File: src/design/pdrrt_pkg.sv
// shared types and constants for the per-domain round-robin table
// no dependencies
`timescale 1ns / 1ps

package pdrrt_pkg;

	// default sizing
	localparam int DOMAINS_DEF = 8;
	localparam int SERVERS_DEF = 16;

	// fixed field widths
	localparam int REQ_W  = 2;
	localparam int DOM_W  = 3;
	localparam int RANK_W = 16;
	localparam int STAT_W = 2;

	// request kinds
	typedef enum logic [REQ_W-1:0] {
		REQ_INSERT  = 2'd0,
		REQ_CURRENT = 2'd1,
		REQ_NEXT    = 2'd2,
		REQ_UNUSED  = 2'd3
	} req_kind_t;

	// result status codes
	typedef enum logic [STAT_W-1:0] {
		ST_OK      = 2'd0,
		ST_PRESENT = 2'd1,
		ST_FULL    = 2'd2,
		ST_EMPTY   = 2'd3
	} status_t;

	// controller states
	typedef enum logic [2:0] {
		S_IDLE,
		S_DOM,
		S_SCAN,
		S_FETCH,
		S_DONE
	} state_t;

	// request beat
	typedef struct packed {
		logic [REQ_W-1:0]  req_type;
		logic [DOM_W-1:0]  domain_id;
		logic [RANK_W-1:0] rank;
	} req_t;

	// response beat
	typedef struct packed {
		logic [RANK_W-1:0] rank_out;
		logic [STAT_W-1:0] status;
	} rsp_t;

	// memory port strobes
	typedef struct packed {
		logic rd;
		logic wr;
	} mem_cmd_t;

endpackage

File: src/design/per_domain_round_robin_table.sv
// Per-domain round-robin server table. Each request beat (insert, current or
// next) yields exactly one response beat. Requests are handled one at a time:
// an insert on a non-empty list reads the domain's stored ranks one per cycle
// through the single port of the rank memory to check for a duplicate, and
// stops early when one turns up; an empty list is appended to without a scan.
// Current and next read the domain's pointer and then one stored rank; an
// unused request type or an out-of-range domain is answered without a memory
// access. A response waiting in the output register does not hold up
// acceptance of the next request, but that request's response waits until the
// output register is free. No clearing pass after reset: per-domain valid bits
// make every domain start empty.
// depends on pdrrt_pkg, pdrrt_dom_table, pdrrt_rank_store, pdrrt_ctrl
`timescale 1ns / 1ps

module per_domain_round_robin_table #(
	parameter int DOMAINS = pdrrt_pkg::DOMAINS_DEF,
	parameter int SERVERS_PER_DOMAIN = pdrrt_pkg::SERVERS_DEF
) (
	input  logic            clk,
	input  logic            arst_n,
	input  logic            req_valid,
	output logic            req_ready,
	input  pdrrt_pkg::req_t req,
	output logic            rsp_valid,
	input  logic            rsp_ready,
	output pdrrt_pkg::rsp_t rsp
);
	import pdrrt_pkg::*;

	localparam int CW  = $clog2(SERVERS_PER_DOMAIN + 1);
	localparam int PW  = (SERVERS_PER_DOMAIN > 1) ? $clog2(SERVERS_PER_DOMAIN) : 1;
	localparam int DIW = (DOMAINS > 1) ? $clog2(DOMAINS) : 1;
	localparam int DEPTH = DOMAINS * SERVERS_PER_DOMAIN;
	localparam int AW  = (DEPTH > 1) ? $clog2(DEPTH) : 1;

	mem_cmd_t          dt_cmd, rs_cmd;
	logic [DIW-1:0]    dt_addr;
	logic [CW-1:0]     dt_wr_cnt, dt_rd_cnt;
	logic [PW-1:0]     dt_wr_ptr, dt_rd_ptr;
	logic [AW-1:0]     rs_addr;
	logic [RANK_W-1:0] rs_wr_data, rs_rd_data;

	// sequencer
	pdrrt_ctrl #(
		.DOMAINS (DOMAINS),
		.SERVERS (SERVERS_PER_DOMAIN)
	) u_ctrl (
		.clk        (clk),
		.arst_n     (arst_n),
		.req_valid  (req_valid),
		.req_ready  (req_ready),
		.req        (req),
		.rsp_valid  (rsp_valid),
		.rsp_ready  (rsp_ready),
		.rsp        (rsp),
		.dt_cmd     (dt_cmd),
		.dt_addr    (dt_addr),
		.dt_wr_cnt  (dt_wr_cnt),
		.dt_wr_ptr  (dt_wr_ptr),
		.dt_rd_cnt  (dt_rd_cnt),
		.dt_rd_ptr  (dt_rd_ptr),
		.rs_cmd     (rs_cmd),
		.rs_addr    (rs_addr),
		.rs_wr_data (rs_wr_data),
		.rs_rd_data (rs_rd_data)
	);

	// count and pointer per domain
	pdrrt_dom_table #(
		.DOMAINS (DOMAINS),
		.SERVERS (SERVERS_PER_DOMAIN)
	) u_dom_table (
		.clk    (clk),
		.arst_n (arst_n),
		.cmd    (dt_cmd),
		.addr   (dt_addr),
		.wr_cnt (dt_wr_cnt),
		.wr_ptr (dt_wr_ptr),
		.rd_cnt (dt_rd_cnt),
		.rd_ptr (dt_rd_ptr)
	);

	// stored ranks
	pdrrt_rank_store #(
		.DOMAINS (DOMAINS),
		.SERVERS (SERVERS_PER_DOMAIN)
	) u_rank_store (
		.clk     (clk),
		.cmd     (rs_cmd),
		.addr    (rs_addr),
		.wr_data (rs_wr_data),
		.rd_data (rs_rd_data)
	);

endmodule

File: src/design/pdrrt_dom_table.sv
// per-domain entry count and round-robin pointer, one memory word per domain
// depends on pdrrt_pkg; valid bits make unwritten domains read as zero
`timescale 1ns / 1ps

module pdrrt_dom_table #(
	parameter int DOMAINS = pdrrt_pkg::DOMAINS_DEF,
	parameter int SERVERS = pdrrt_pkg::SERVERS_DEF,
	localparam int CW  = $clog2(SERVERS + 1),
	localparam int PW  = (SERVERS > 1) ? $clog2(SERVERS) : 1,
	localparam int DIW = (DOMAINS > 1) ? $clog2(DOMAINS) : 1
) (
	input  logic               clk,
	input  logic               arst_n,
	input  pdrrt_pkg::mem_cmd_t cmd,
	input  logic [DIW-1:0]     addr,
	input  logic [CW-1:0]      wr_cnt,
	input  logic [PW-1:0]      wr_ptr,
	output logic [CW-1:0]      rd_cnt,
	output logic [PW-1:0]      rd_ptr
);
	import pdrrt_pkg::*;

	logic [CW+PW-1:0] mem [DOMAINS];
	logic [DOMAINS-1:0] valid_q;
	logic [CW+PW-1:0] rd_q;
	logic rd_vld_q;

	// memory array, registered read
	always_ff @(posedge clk) begin
		if (cmd.wr) begin
			mem[addr] <= {wr_cnt, wr_ptr};
		end
		if (cmd.rd) begin
			rd_q <= mem[addr];
		end
	end

	// per-domain valid bits and read qualifier
	always_ff @(posedge clk or negedge arst_n) begin
		if (!arst_n) begin
			valid_q  <= '0;
			rd_vld_q <= 1'b0;
		end else begin
			if (cmd.wr) begin
				valid_q[addr] <= 1'b1;
			end
			if (cmd.rd) begin
				rd_vld_q <= valid_q[addr];
			end
		end
	end

	// never-written domain reads as empty
	assign rd_cnt = rd_vld_q ? rd_q[CW+PW-1:PW] : '0;
	assign rd_ptr = rd_vld_q ? rd_q[PW-1:0] : '0;

endmodule

File: src/design/pdrrt_rank_store.sv
// rank memory, one row of slots per domain, single port, registered read
// depends on pdrrt_pkg
`timescale 1ns / 1ps

module pdrrt_rank_store #(
	parameter int DOMAINS = pdrrt_pkg::DOMAINS_DEF,
	parameter int SERVERS = pdrrt_pkg::SERVERS_DEF,
	localparam int DEPTH = DOMAINS * SERVERS,
	localparam int AW = (DEPTH > 1) ? $clog2(DEPTH) : 1
) (
	input  logic                          clk,
	input  pdrrt_pkg::mem_cmd_t           cmd,
	input  logic [AW-1:0]                 addr,
	input  logic [pdrrt_pkg::RANK_W-1:0]  wr_data,
	output logic [pdrrt_pkg::RANK_W-1:0]  rd_data
);
	import pdrrt_pkg::*;

	logic [RANK_W-1:0] mem [DEPTH];
	logic [RANK_W-1:0] rd_q;

	// storage, contents undefined until written
	always_ff @(posedge clk) begin
		if (cmd.wr) begin
			mem[addr] <= wr_data;
		end
		if (cmd.rd) begin
			rd_q <= mem[addr];
		end
	end

	assign rd_data = rd_q;

endmodule

File: src/design/pdrrt_ctrl.sv
// request sequencer: domain lookup, duplicate scan, pointer update, response register
// depends on pdrrt_pkg; drives pdrrt_dom_table and pdrrt_rank_store
`timescale 1ns / 1ps

module pdrrt_ctrl #(
	parameter int DOMAINS = pdrrt_pkg::DOMAINS_DEF,
	parameter int SERVERS = pdrrt_pkg::SERVERS_DEF,
	localparam int CW  = $clog2(SERVERS + 1),
	localparam int PW  = (SERVERS > 1) ? $clog2(SERVERS) : 1,
	localparam int DIW = (DOMAINS > 1) ? $clog2(DOMAINS) : 1,
	localparam int DEPTH = DOMAINS * SERVERS,
	localparam int AW  = (DEPTH > 1) ? $clog2(DEPTH) : 1
) (
	input  logic                         clk,
	input  logic                         arst_n,
	input  logic                         req_valid,
	output logic                         req_ready,
	input  pdrrt_pkg::req_t              req,
	output logic                         rsp_valid,
	input  logic                         rsp_ready,
	output pdrrt_pkg::rsp_t              rsp,
	output pdrrt_pkg::mem_cmd_t          dt_cmd,
	output logic [DIW-1:0]               dt_addr,
	output logic [CW-1:0]                dt_wr_cnt,
	output logic [PW-1:0]                dt_wr_ptr,
	input  logic [CW-1:0]                dt_rd_cnt,
	input  logic [PW-1:0]                dt_rd_ptr,
	output pdrrt_pkg::mem_cmd_t          rs_cmd,
	output logic [AW-1:0]                rs_addr,
	output logic [pdrrt_pkg::RANK_W-1:0] rs_wr_data,
	input  logic [pdrrt_pkg::RANK_W-1:0] rs_rd_data
);
	import pdrrt_pkg::*;

	localparam logic [CW-1:0] CNT_FULL = CW'(SERVERS);

	state_t            state_q, state_d;
	req_kind_t         kind_q;
	logic [RANK_W-1:0] rank_q;
	logic [DIW-1:0]    dom_q;
	logic [AW-1:0]     base_q;
	logic [CW-1:0]     cnt_q;
	logic [PW-1:0]     ptr_q;
	logic [CW-1:0]     idx_q;
	rsp_t              res_q, res_d;
	logic              res_load;
	logic              rsp_valid_q;
	rsp_t              rsp_q;
	logic              accept;
	logic              dom_ok;
	logic [DIW-1:0]    req_dom;
	logic [CW-1:0]     slot;
	logic [PW-1:0]     p_cur;
	logic [CW-1:0]     p_inc;
	logic [PW-1:0]     p_sel;
	logic              idx_step;
	logic              rsp_load;

	assign req_dom = DIW'(req.domain_id);
	assign dom_ok  = (32'(req.domain_id) < DOMAINS);
	assign accept  = req_valid && req_ready;

	// pointer clamp and advance for current/next
	always_comb begin
		p_cur = (CW'(dt_rd_ptr) >= dt_rd_cnt) ? '0 : dt_rd_ptr;
		p_inc = CW'(p_cur) + CW'(1);
		if (kind_q == REQ_NEXT) begin
			p_sel = (p_inc >= dt_rd_cnt) ? '0 : PW'(p_inc);
		end else begin
			p_sel = p_cur;
		end
	end

	// next state, memory strobes and result
	always_comb begin
		state_d    = state_q;
		req_ready  = 1'b0;
		dt_cmd     = '0;
		dt_addr    = dom_q;
		dt_wr_cnt  = cnt_q + CW'(1);
		dt_wr_ptr  = ptr_q;
		rs_cmd     = '0;
		slot       = idx_q;
		rs_wr_data = rank_q;
		res_d      = res_q;
		res_load   = 1'b0;
		idx_step   = 1'b0;
		rsp_load   = 1'b0;
		unique case (state_q)
			S_IDLE: begin
				req_ready = 1'b1;
				dt_addr   = req_dom;
				if (req_valid) begin
					if (req.req_type == REQ_UNUSED) begin
						res_d    = '{rank_out: '0, status: ST_OK};
						res_load = 1'b1;
						state_d  = S_DONE;
					end else if (!dom_ok) begin
						res_d.rank_out = '0;
						res_d.status   = (req.req_type == REQ_INSERT) ? ST_FULL : ST_EMPTY;
						res_load       = 1'b1;
						state_d        = S_DONE;
					end else begin
						dt_cmd.rd = 1'b1;
						state_d   = S_DOM;
					end
				end
			end
			S_DOM: begin
				if (kind_q == REQ_INSERT) begin
					slot = '0;
					if (dt_rd_cnt == '0) begin
						// empty list: append straight away
						rs_cmd.wr = 1'b1;
						dt_cmd.wr = 1'b1;
						dt_wr_cnt = CW'(1);
						dt_wr_ptr = dt_rd_ptr;
						res_d     = '{rank_out: rank_q, status: ST_OK};
						res_load  = 1'b1;
						state_d   = S_DONE;
					end else begin
						rs_cmd.rd = 1'b1;
						state_d   = S_SCAN;
					end
				end else if (dt_rd_cnt == '0) begin
					res_d    = '{rank_out: '0, status: ST_EMPTY};
					res_load = 1'b1;
					state_d  = S_DONE;
				end else begin
					slot      = CW'(p_sel);
					rs_cmd.rd = 1'b1;
					dt_cmd.wr = (kind_q == REQ_NEXT);
					dt_wr_cnt = dt_rd_cnt;
					dt_wr_ptr = p_sel;
					state_d   = S_FETCH;
				end
			end
			S_SCAN: begin
				// compare slot idx_q-1 while fetching slot idx_q
				if (rs_rd_data == rank_q) begin
					res_d    = '{rank_out: rank_q, status: ST_PRESENT};
					res_load = 1'b1;
					state_d  = S_DONE;
				end else if (idx_q == cnt_q) begin
					if (cnt_q == CNT_FULL) begin
						res_d = '{rank_out: '0, status: ST_FULL};
					end else begin
						slot      = cnt_q;
						rs_cmd.wr = 1'b1;
						dt_cmd.wr = 1'b1;
						res_d     = '{rank_out: rank_q, status: ST_OK};
					end
					res_load = 1'b1;
					state_d  = S_DONE;
				end else begin
					rs_cmd.rd = 1'b1;
					idx_step  = 1'b1;
				end
			end
			S_FETCH: begin
				res_d    = '{rank_out: rs_rd_data, status: ST_OK};
				res_load = 1'b1;
				state_d  = S_DONE;
			end
			S_DONE: begin
				if (!rsp_valid_q || rsp_ready) begin
					rsp_load = 1'b1;
					state_d  = S_IDLE;
				end
			end
			default: begin
				state_d = S_IDLE;
			end
		endcase
		rs_addr = base_q + AW'(slot);
	end

	// state register
	always_ff @(posedge clk or negedge arst_n) begin
		if (!arst_n) begin
			state_q <= S_IDLE;
		end else begin
			state_q <= state_d;
		end
	end

	// request fields and working registers
	always_ff @(posedge clk) begin
		if (accept) begin
			kind_q <= req_kind_t'(req.req_type);
			rank_q <= req.rank;
			dom_q  <= req_dom;
			base_q <= AW'(32'(req_dom) * SERVERS);
		end
		if (state_q == S_DOM) begin
			cnt_q <= dt_rd_cnt;
			ptr_q <= dt_rd_ptr;
			idx_q <= CW'(1);
		end else if (idx_step) begin
			idx_q <= idx_q + CW'(1);
		end
		if (res_load) begin
			res_q <= res_d;
		end
		if (rsp_load) begin
			rsp_q <= res_q;
		end
	end

	// output beat register
	always_ff @(posedge clk or negedge arst_n) begin
		if (!arst_n) begin
			rsp_valid_q <= 1'b0;
		end else if (rsp_load) begin
			rsp_valid_q <= 1'b1;
		end else if (rsp_ready) begin
			rsp_valid_q <= 1'b0;
		end
	end

	assign rsp_valid = rsp_valid_q;
	assign rsp       = rsp_q;

endmodule

File: config.mk
export PLATFORM = sky130hd
export DESIGN_NAME = per_domain_round_robin_table
export DESIGN_NICKNAME = d
export VERILOG_FILES = /design/src/design/pdrrt_pkg.sv /design/src/design/per_domain_round_robin_table.sv /design/src/design/pdrrt_dom_table.sv /design/src/design/pdrrt_rank_store.sv /design/src/design/pdrrt_ctrl.sv
export SDC_FILE = /design/constraint.sdc
export NUM_CORES = 2
export LEC_CHECK = 0
export ABC_CLOCK_PERIOD_IN_PS = 9650
export BUFFER_PORTS_ARGS = -buffer_cell sky130_fd_sc_hd__buf_4
export CORE_MARGIN = 2
export CORE_UTILIZATION = 50
export DETAILED_ROUTE_END_ITERATION = 10
export GPL_ROUTABILITY_DRIVEN = 0
export PLACE_DENSITY = 0.65
export SLEW_MARGIN = 40
export SYNTH_ARGS = -nofsm -noshare
export SYNTH_HDL_FRONTEND = slang
export SYNTH_HIERARCHICAL = 1
export SYNTH_SLANG_ARGS = --single-unit
File: constraint.sdc
create_clock -name clk -period 9.65 [get_ports clk]
set_clock_uncertainty 0.15 [all_clocks]
set_input_delay 0.4825 -clock clk [delete_from_list [all_inputs] [get_ports clk]]
set_output_delay 0.4825 -clock clk [all_outputs]
set_load 0.01 [all_outputs]
; After elaboration in Yosys (flattened, before gate mapping)
; Memories as Yosys holds them, arrays and structs flattened. A register that Yosys moved wholly into a read port is not among the register bits.
; Cells that the tools add are included.
[classes]
n_reduce_logical = 11
n_lt_le_gt_ge = 4
addsub = 4
eq_ne = 14
muxes = 73
bitwise_logic = 1
[ops]
columns = op, count
row1 = $mux 18, 8
row2 = $pmux 18 s4, 1
row3 = $mux 5, 10
row4 = $mux 4, 8
row5 = $mux 1, 29
row6 = $mux 3, 9
row7 = $eq 16x16->1, 1
row8 = $pmux 3 s5, 1
row9 = $add 5x1->5 const B, 2
row10 = $pmux 5 s2, 1
row11 = $or 8x8->8, 1
row12 = $add 7x5->7, 1
row13 = $eq 3x2->1 const B, 2
row14 = $ne 2x1->1 const B, 3
row15 = $reduce_and 6->1, 1
row16 = $add 4x1->5 const B, 1
row17 = $eq 5x5->1, 1
row18 = $eq 5x5->1 const B, 1
row19 = $ge 4x5->1, 1
row20 = $ge 5x5->1, 1
row21 = $logic_not 5->1, 1
row22 = $eq 2x2->1 const B, 2
row23 = $lt 3x4->1 const B, 1
row24 = $pmux 1 s4, 1
row25 = 18 further kinds, 19
[word_totals]
n_memories = 2
wordCells = 123
ff_bits = 84
in_bits = 25
ramBits = 2120
output_inout_bits = 20
[memory_table]
columns = name, depth, word_bits, read_ports, rd_clocked_by_memory_dff, write_ports, line
row1 = u_rank_store.mem, 128, 16, 1, 1, 1, pdrrt_rank_store.sv:19  ; logic [RANK_W-1:0] mem [DEPTH];
row2 = u_dom_table.mem, 8, 9, 1, 1, 1, pdrrt_dom_table.sv:23  ; logic [CW+PW-1:0] mem [DOMAINS];

; Longest topological paths before layout
[logic_depth]
depth_word = 11
ltp_mapped = 28
mapped_depth_nobuf = 22

; Modules after synthesis
; The synthesis kept the hierarchy.
[modules_own_cells]
columns = module, seq_area_each_um2, cells_per_inst, n_inst, area_per_inst_um2
row1 = pdrrt_rank_store, 61979.4, 4623, 1, 79022.0
row2 = pdrrt_ctrl, 2182.1, 332, 1, 3872.5
row3 = pdrrt_dom_table, 2657.5, 209, 1, 3542.1

; Least setup slack after synthesis
; Ideal clock, no wire load.
[synth_timing]
path_type = register to register
startpoint = register u_dom_table.rd_vld_q
endpoint = memory u_rank_store.mem[101][0] (enable)
synth_period_minus_slack_ps = 6159
slack_ps = 3491
path_buffers = 6
arrival_time_ps = 5621
required_time_ps = 9112
setup_time_ps = 388
stages_incl_launch_ff = 25
path_cell_list = dfrtp_1 and2_1 inv_1 ha_1 a21oi_1 o21ai_0 a21boi_0 and2_1 ha_1 xor2_1 ha_1 a21oi_1 o21ai_0 o41ai_1 nand3_1 o311ai_0 buf_6 and3b_1 clkbuf_1 buf_2 buf_1 clkbuf_1 nand2_1 clkbuf_1 nor2_1
[synth_between]
elab_chain_len = 11
elab_cells_between_ends = 18
cone_classes = 2 x add/sub / 2 x order compare / 13 x mux / 1 x reduce/logical
[synth_rtl]
columns = element, line
row1 = start: declaration, pdrrt_dom_table.sv:26  ; logic rd_vld_q;
row2 = start signal: assignment, pdrrt_dom_table.sv:48  ; rd_vld_q <= valid_q[addr];
row3 = $mux 5 *, pdrrt_dom_table.sv:54  ; assign rd_cnt = rd_vld_q ? rd_q[CW+PW-1:PW] : '0;
row4 = via dt_rd_cnt[2], per_domain_round_robin_table.sv:38  ; logic [CW-1:0] dt_wr_cnt, dt_rd_cnt;
row5 = $ge 4x5->1, pdrrt_ctrl.sv:65  ; p_cur = (CW'(dt_rd_ptr) >= dt_rd_cnt) ? '0 : dt_rd_ptr;
row6 = $mux 4, pdrrt_ctrl.sv:65
row7 = $add 4x1->5, pdrrt_ctrl.sv:66  ; p_inc = CW'(p_cur) + CW'(1);
row8 = $ge 5x5->1, pdrrt_ctrl.sv:68  ; p_sel = (p_inc >= dt_rd_cnt) ? '0 : PW'(p_inc);
row9 = $mux 4, pdrrt_ctrl.sv:68
row10 = $mux 4, pdrrt_ctrl.sv:67  ; if (kind_q == REQ_NEXT) begin
row11 = $mux 5 *, pdrrt_ctrl.sv:125  ; end else if (dt_rd_cnt == '0) begin
row12 = $mux 5 *, pdrrt_ctrl.sv:110  ; if (kind_q == REQ_INSERT) begin
row13 = $pmux 5 s2 *, pdrrt_ctrl.sv:89  ; unique case (state_q)
row14 = $add 7x5->7 *, pdrrt_ctrl.sv:175  ; rs_addr = base_q + AW'(slot);
row15 = via rs_addr[0], per_domain_round_robin_table.sv:40  ; logic [AW-1:0] rs_addr;
row16 = end: declaration, pdrrt_rank_store.sv:19
; The timed path passes the listed nets; every way through them passes the cells marked *.

; Worst setup path after layout
[layout_timing]
startpoint = register u_dom_table.rd_vld_q
endpoint = register u_rank_store.rd_q[14], in the netlist u_rank_store/rd_data[14], read port of u_rank_store.mem, data pin
[layout_between]
elab_chain_len = 11
elab_cells_between_ends = 15
cone_classes = 2 x add/sub / 2 x order compare / 10 x mux / 1 x reduce/logical
[layout_rtl]
columns = element, line
row1 = $mux 5 *, pdrrt_dom_table.sv:54
row2 = via dt_rd_cnt[2], per_domain_round_robin_table.sv:38
row3 = $ge 4x5->1, pdrrt_ctrl.sv:65
row4 = $mux 4, pdrrt_ctrl.sv:65
row5 = $add 4x1->5, pdrrt_ctrl.sv:66
row6 = $ge 5x5->1, pdrrt_ctrl.sv:68
row7 = $mux 4, pdrrt_ctrl.sv:68
row8 = $mux 4, pdrrt_ctrl.sv:67
row9 = $mux 5 *, pdrrt_ctrl.sv:125
row10 = $mux 5 *, pdrrt_ctrl.sv:110
row11 = $pmux 5 s2 *, pdrrt_ctrl.sv:89
row12 = $add 7x5->7 *, pdrrt_ctrl.sv:175
row13 = via rs_addr[0], per_domain_round_robin_table.sv:40
row14 = end: declaration, pdrrt_rank_store.sv:20  ; logic [RANK_W-1:0] rd_q;
; Marks and branches as above.
; A chain may end at the register's enable or synchronous reset.

==> results.json <==
{
  "status": "finished clean",
  "rsz0062_at_grt": "false",
  "synth_top_area_share_pct": 76.8,
  "crit_arrival_ps": 8900,
  "tns_ps": 0,
  "cts_sinks": 2229,
  "dr.first_iter.drc_count": 10097,
  "via_per_inst": 7.00,
  "post-route-drc-count": 0,
  "dp.cells": 7419,
  "cts_tree": "built",
  "n_fill_cell": 12935,
  "start_util_pct": 50.3,
  "io_buffers": 44,
  "grt_overflow": 0,
  "worst_setup_path_end_kind": "flop",
  "tightest_slew_ps": 1050,
  "layoutNonFillerInstCount": 7850,
  "met3_usage_pct": 11.2,
  "num-nets-final": 5397,
  "yosys.area.top_type": "edfxtp_1",
  "hold_violations": 0,
  "chipHeight_um": 420,
  "clk_latency_ps": 870,
  "criticalPathCategory": "flop to flop",
  "p_leak_nw": 30.6,
  "cts_buffers": 212,
  "routed_wirelength_um": 287000,
  "finish.utilization_pct": 57.1,
  "hpwl_um": 170000,
  "placementRows": 152,
  "syn-cell-area_um2": 86400,
  "slew_viol_final": 0,
  "max_freq_ghz": 0.118,
  "die_area_um2": 176000,
  "postCtsSetupBuffers": 0,
  "synthToLayoutAreaGrowth_pct": 13.4,
  "grt_pass1_wl_um": 399000,
  "maxCapViolCount": 0,
  "grt_pass1_vias": 51073,
  "yosysSeqAreaShare_pct": 77.3,
  "synth_cells": 5164,
  "grt_max_degree": 139,
  "h-tree-depth": 4,
  "ys_ff_latch": 2229,
  "grt_antenna_before_repair": 21,
  "yosysWarnings": 6,
  "fin_crit_ps": 8460,
  "dr.pass1.iters": 7,
  "min_period_over_period_pct": 87.7,
  "syn_nets": 5204,
  "gr-usage-met2_pct": 47.2,
  "async_flop_share_pct": 0.583,
  "ys_top_cells_by_area": "edfxtp_1 77%, a221oi_1 4.9%, mux2_2 2.0%, a22oi_1 1.8%, nor2_1 1.6%",
  "ant_nets": 0,
  "worstHoldPathType": "input pin to flop",
  "ios": 45,
  "yosysUniqueCellTypes": 90,
  "final.setup.worst_slack_ps": 1190,
  "design.core.area_um2": 172000,
  "grt_usage_pct": 32.2,
  "avgSynthCellArea_um2": 16.7,
  "use_met1_pct": 43.3,
  "place_ws_ps": 1670,
  "ir_drop_v": 0.000485,
  "setup_viol": 0,
  "num_vias": 54974,
  "holdWs_ps": 209,
  "grt-busiest-layer": "met2",
  "clk_pin_slew_ps": 70,
  "synth_edf_count": 2211,
  "power_mw": 31.5,
  "drive_above_1_share_pct": 16.8,
  "start_kind": "flop",
  "relSlewSlack_pct": 30.2,
  "fin_area_um2": 98000,
  "crit_fanout": 93,
  "wl_per_cell_um": 36.5,
  "chipWidth_um": 420,
  "post_cts_resize_count": 0,
  "placed_area_um2": 90900,
  "cts-root-buf": "clkbuf_16",
  "clk_path_buf_depth": 3,
  "ys.flop_type": "edfxtp_1",
  "p_per_area_nw_per_um2": 321,
  "crit_required_ps": 10090
}
logic make-up (layout without fill, tap and decap cells):
logic type | count (synthesis) | count (layout) | share of synthesized area (%)
buffers and inverters | 407 | 775 | 2.08
other | 0 | 8 | 0
multiplexers | 283 | 283 | 3.89
flip-flops | 2229 | 2229 | 77.3
XOR/XNOR | 27 | 27 | 0.274
adder cells (fa/ha/maj) | 15 | 15 | 0.217
AO/OA/AOI/OAI | 1450 | 1450 | 12.4
AND/OR/NAND/NOR | 753 | 753 | 3.84
cell usage in the layout (no fill, tap or decap), types with 11 or more instances in the layout:
| master | instances |
|---|---|
| a211oi_1 | 12 |
| a21oi_1 | 237 |
| a221o_1 | 39 |
| a221oi_1 | 484 |
| a222oi_1 | 21 |
| a22o_1 | 14 |
| a22oi_1 | 203 |
| and2_1 | 17 |
| buf_12 | 27 |
| buf_4 | 289 |
| buf_6 | 14 |
| bufinv_16 | 14 |
| clkbuf_1 | 70 |
| clkbuf_16 | 214 |
| clkinv_1 | 47 |
| clkinv_2 | 29 |
| dfrtp_1 | 13 |
| dlygate4sd3_1 | 25 |
| edfxtp_1 | 2211 |
| ha_1 | 13 |
| inv_1 | 13 |
| mux2_2 | 151 |
| mux2i_1 | 97 |
| mux4_2 | 24 |
| nand2_1 | 164 |
| nand2b_1 | 12 |
| nand3_1 | 31 |
| nand4_1 | 17 |
| nor2_1 | 337 |
| nor2_2 | 28 |
| nor2_4 | 12 |
| nor2b_1 | 16 |
| nor3_1 | 33 |
| o211ai_1 | 21 |
| o21ai_0 | 170 |
| o221ai_1 | 44 |
| o22a_1 | 14 |
| o22ai_1 | 72 |
| or2_2 | 11 |
| xnor2_1 | 23 |
critical path, cell delays in order, from the launching register on:
cell and delay, ps:
dfrtp_1 450, and2_1 210, inv_1 100, ha_1 320, a21oi_1 130, o21ai_0 150
a21boi_0 470, and2_1 210, ha_1 240, xor2_1 170, ha_1 260, a21oi_1 130
o21ai_0 150, o41ai_1 620, nand3_1 240, o311ai_2 300, buf_12 390, nor2b_4 150
clkbuf_16 230, buf_12 200, buf_16 240, a221o_1 470, a222oi_1 670, nor2_1 330
o41ai_2 780, o211ai_1 190
where the power goes:
group	internal [mW]	switching [mW]	leakage [nW]
registers	11.4	0.202	20.1
logic	3.33	8.56	7.32
clock network	4.46	3.60	3.22
registers in the layout (all words and copies together), names as in the netlist:
name                  count
u_rank_store/mem       2048
u_dom_table/mem          72
u_ctrl/res_q             18
u_ctrl/rsp               18
u_ctrl/rs_wr_data        16
u_rank_store/rd_data     16
u_dom_table/rd_q          9
u_dom_table/valid_q       8
u_ctrl/cnt_q              5
u_ctrl/idx_q              5
u_ctrl/ptr_q              4
u_ctrl/base_q             3
u_ctrl/state_q            3
u_ctrl/kind_q             2
u_ctrl/rsp_valid          1
u_dom_table/rd_vld_q      1
layer usage:
layer / up-vias / wire, um
met4: 30 / 16800
met2: 4602 / 125000
met1: 27765 / 101000
met5: - / 231
met3: 882 / 43800
li1: 21695 / -
Yosys cell counts (24+ instances only):
master	n
clkbuf_1	164
a22oi_1	203
a221o_1	39
mux2i_1	97
o221ai_1	46
buf_2	150
nor3_1	44
nand3_1	33
mux2_2	152
edfxtp_1	2211
mux4_2	24
nand2_1	169
o21ai_0	179
nor2_1	375
o22ai_1	75
buf_1	54
a221oi_1	485
a21oi_1	239
what timing repair did:
action / in CTS / in global routing
hold buffers: 25 / 0
endpoints found under the setup margin: 0 / 0
hold endpoints to repair: 47 / 0
worst paths after layout:
check	from	to	slack, ps	cells after the start
max	u_dom_table/rd_vld_q	u_rank_store/rd_data[14]	1190	25
min	req[1]	u_ctrl/rs_wr_data[1]	210	2
max reg2reg	u_dom_table/rd_vld_q	u_rank_store/rd_data[14]	1190	25
min reg2reg	u_ctrl/res_q[13]	u_ctrl/rsp[13]	270	0
max in group asynchronous	arst_n	u_ctrl/state_q[0]	8330	3
min in group asynchronous	arst_n	u_dom_table/valid_q[3]	580	3
layout make-up:
cell class,instances,area (um2),area share (%)
Sequential cell,2229,66800,68.2
Tap cell,2310,2890,2.95
Clock buffer,285,5620,5.73
Inverter,21,88.8,0.0906
Timing Repair Buffer,365,3260,3.32
Antenna cell,8,20.0,0.0204
Clock inverter,104,998,1.02
Multi-Input combinational cell,2528,18300,18.7
(Power assumes the default switching activity.)
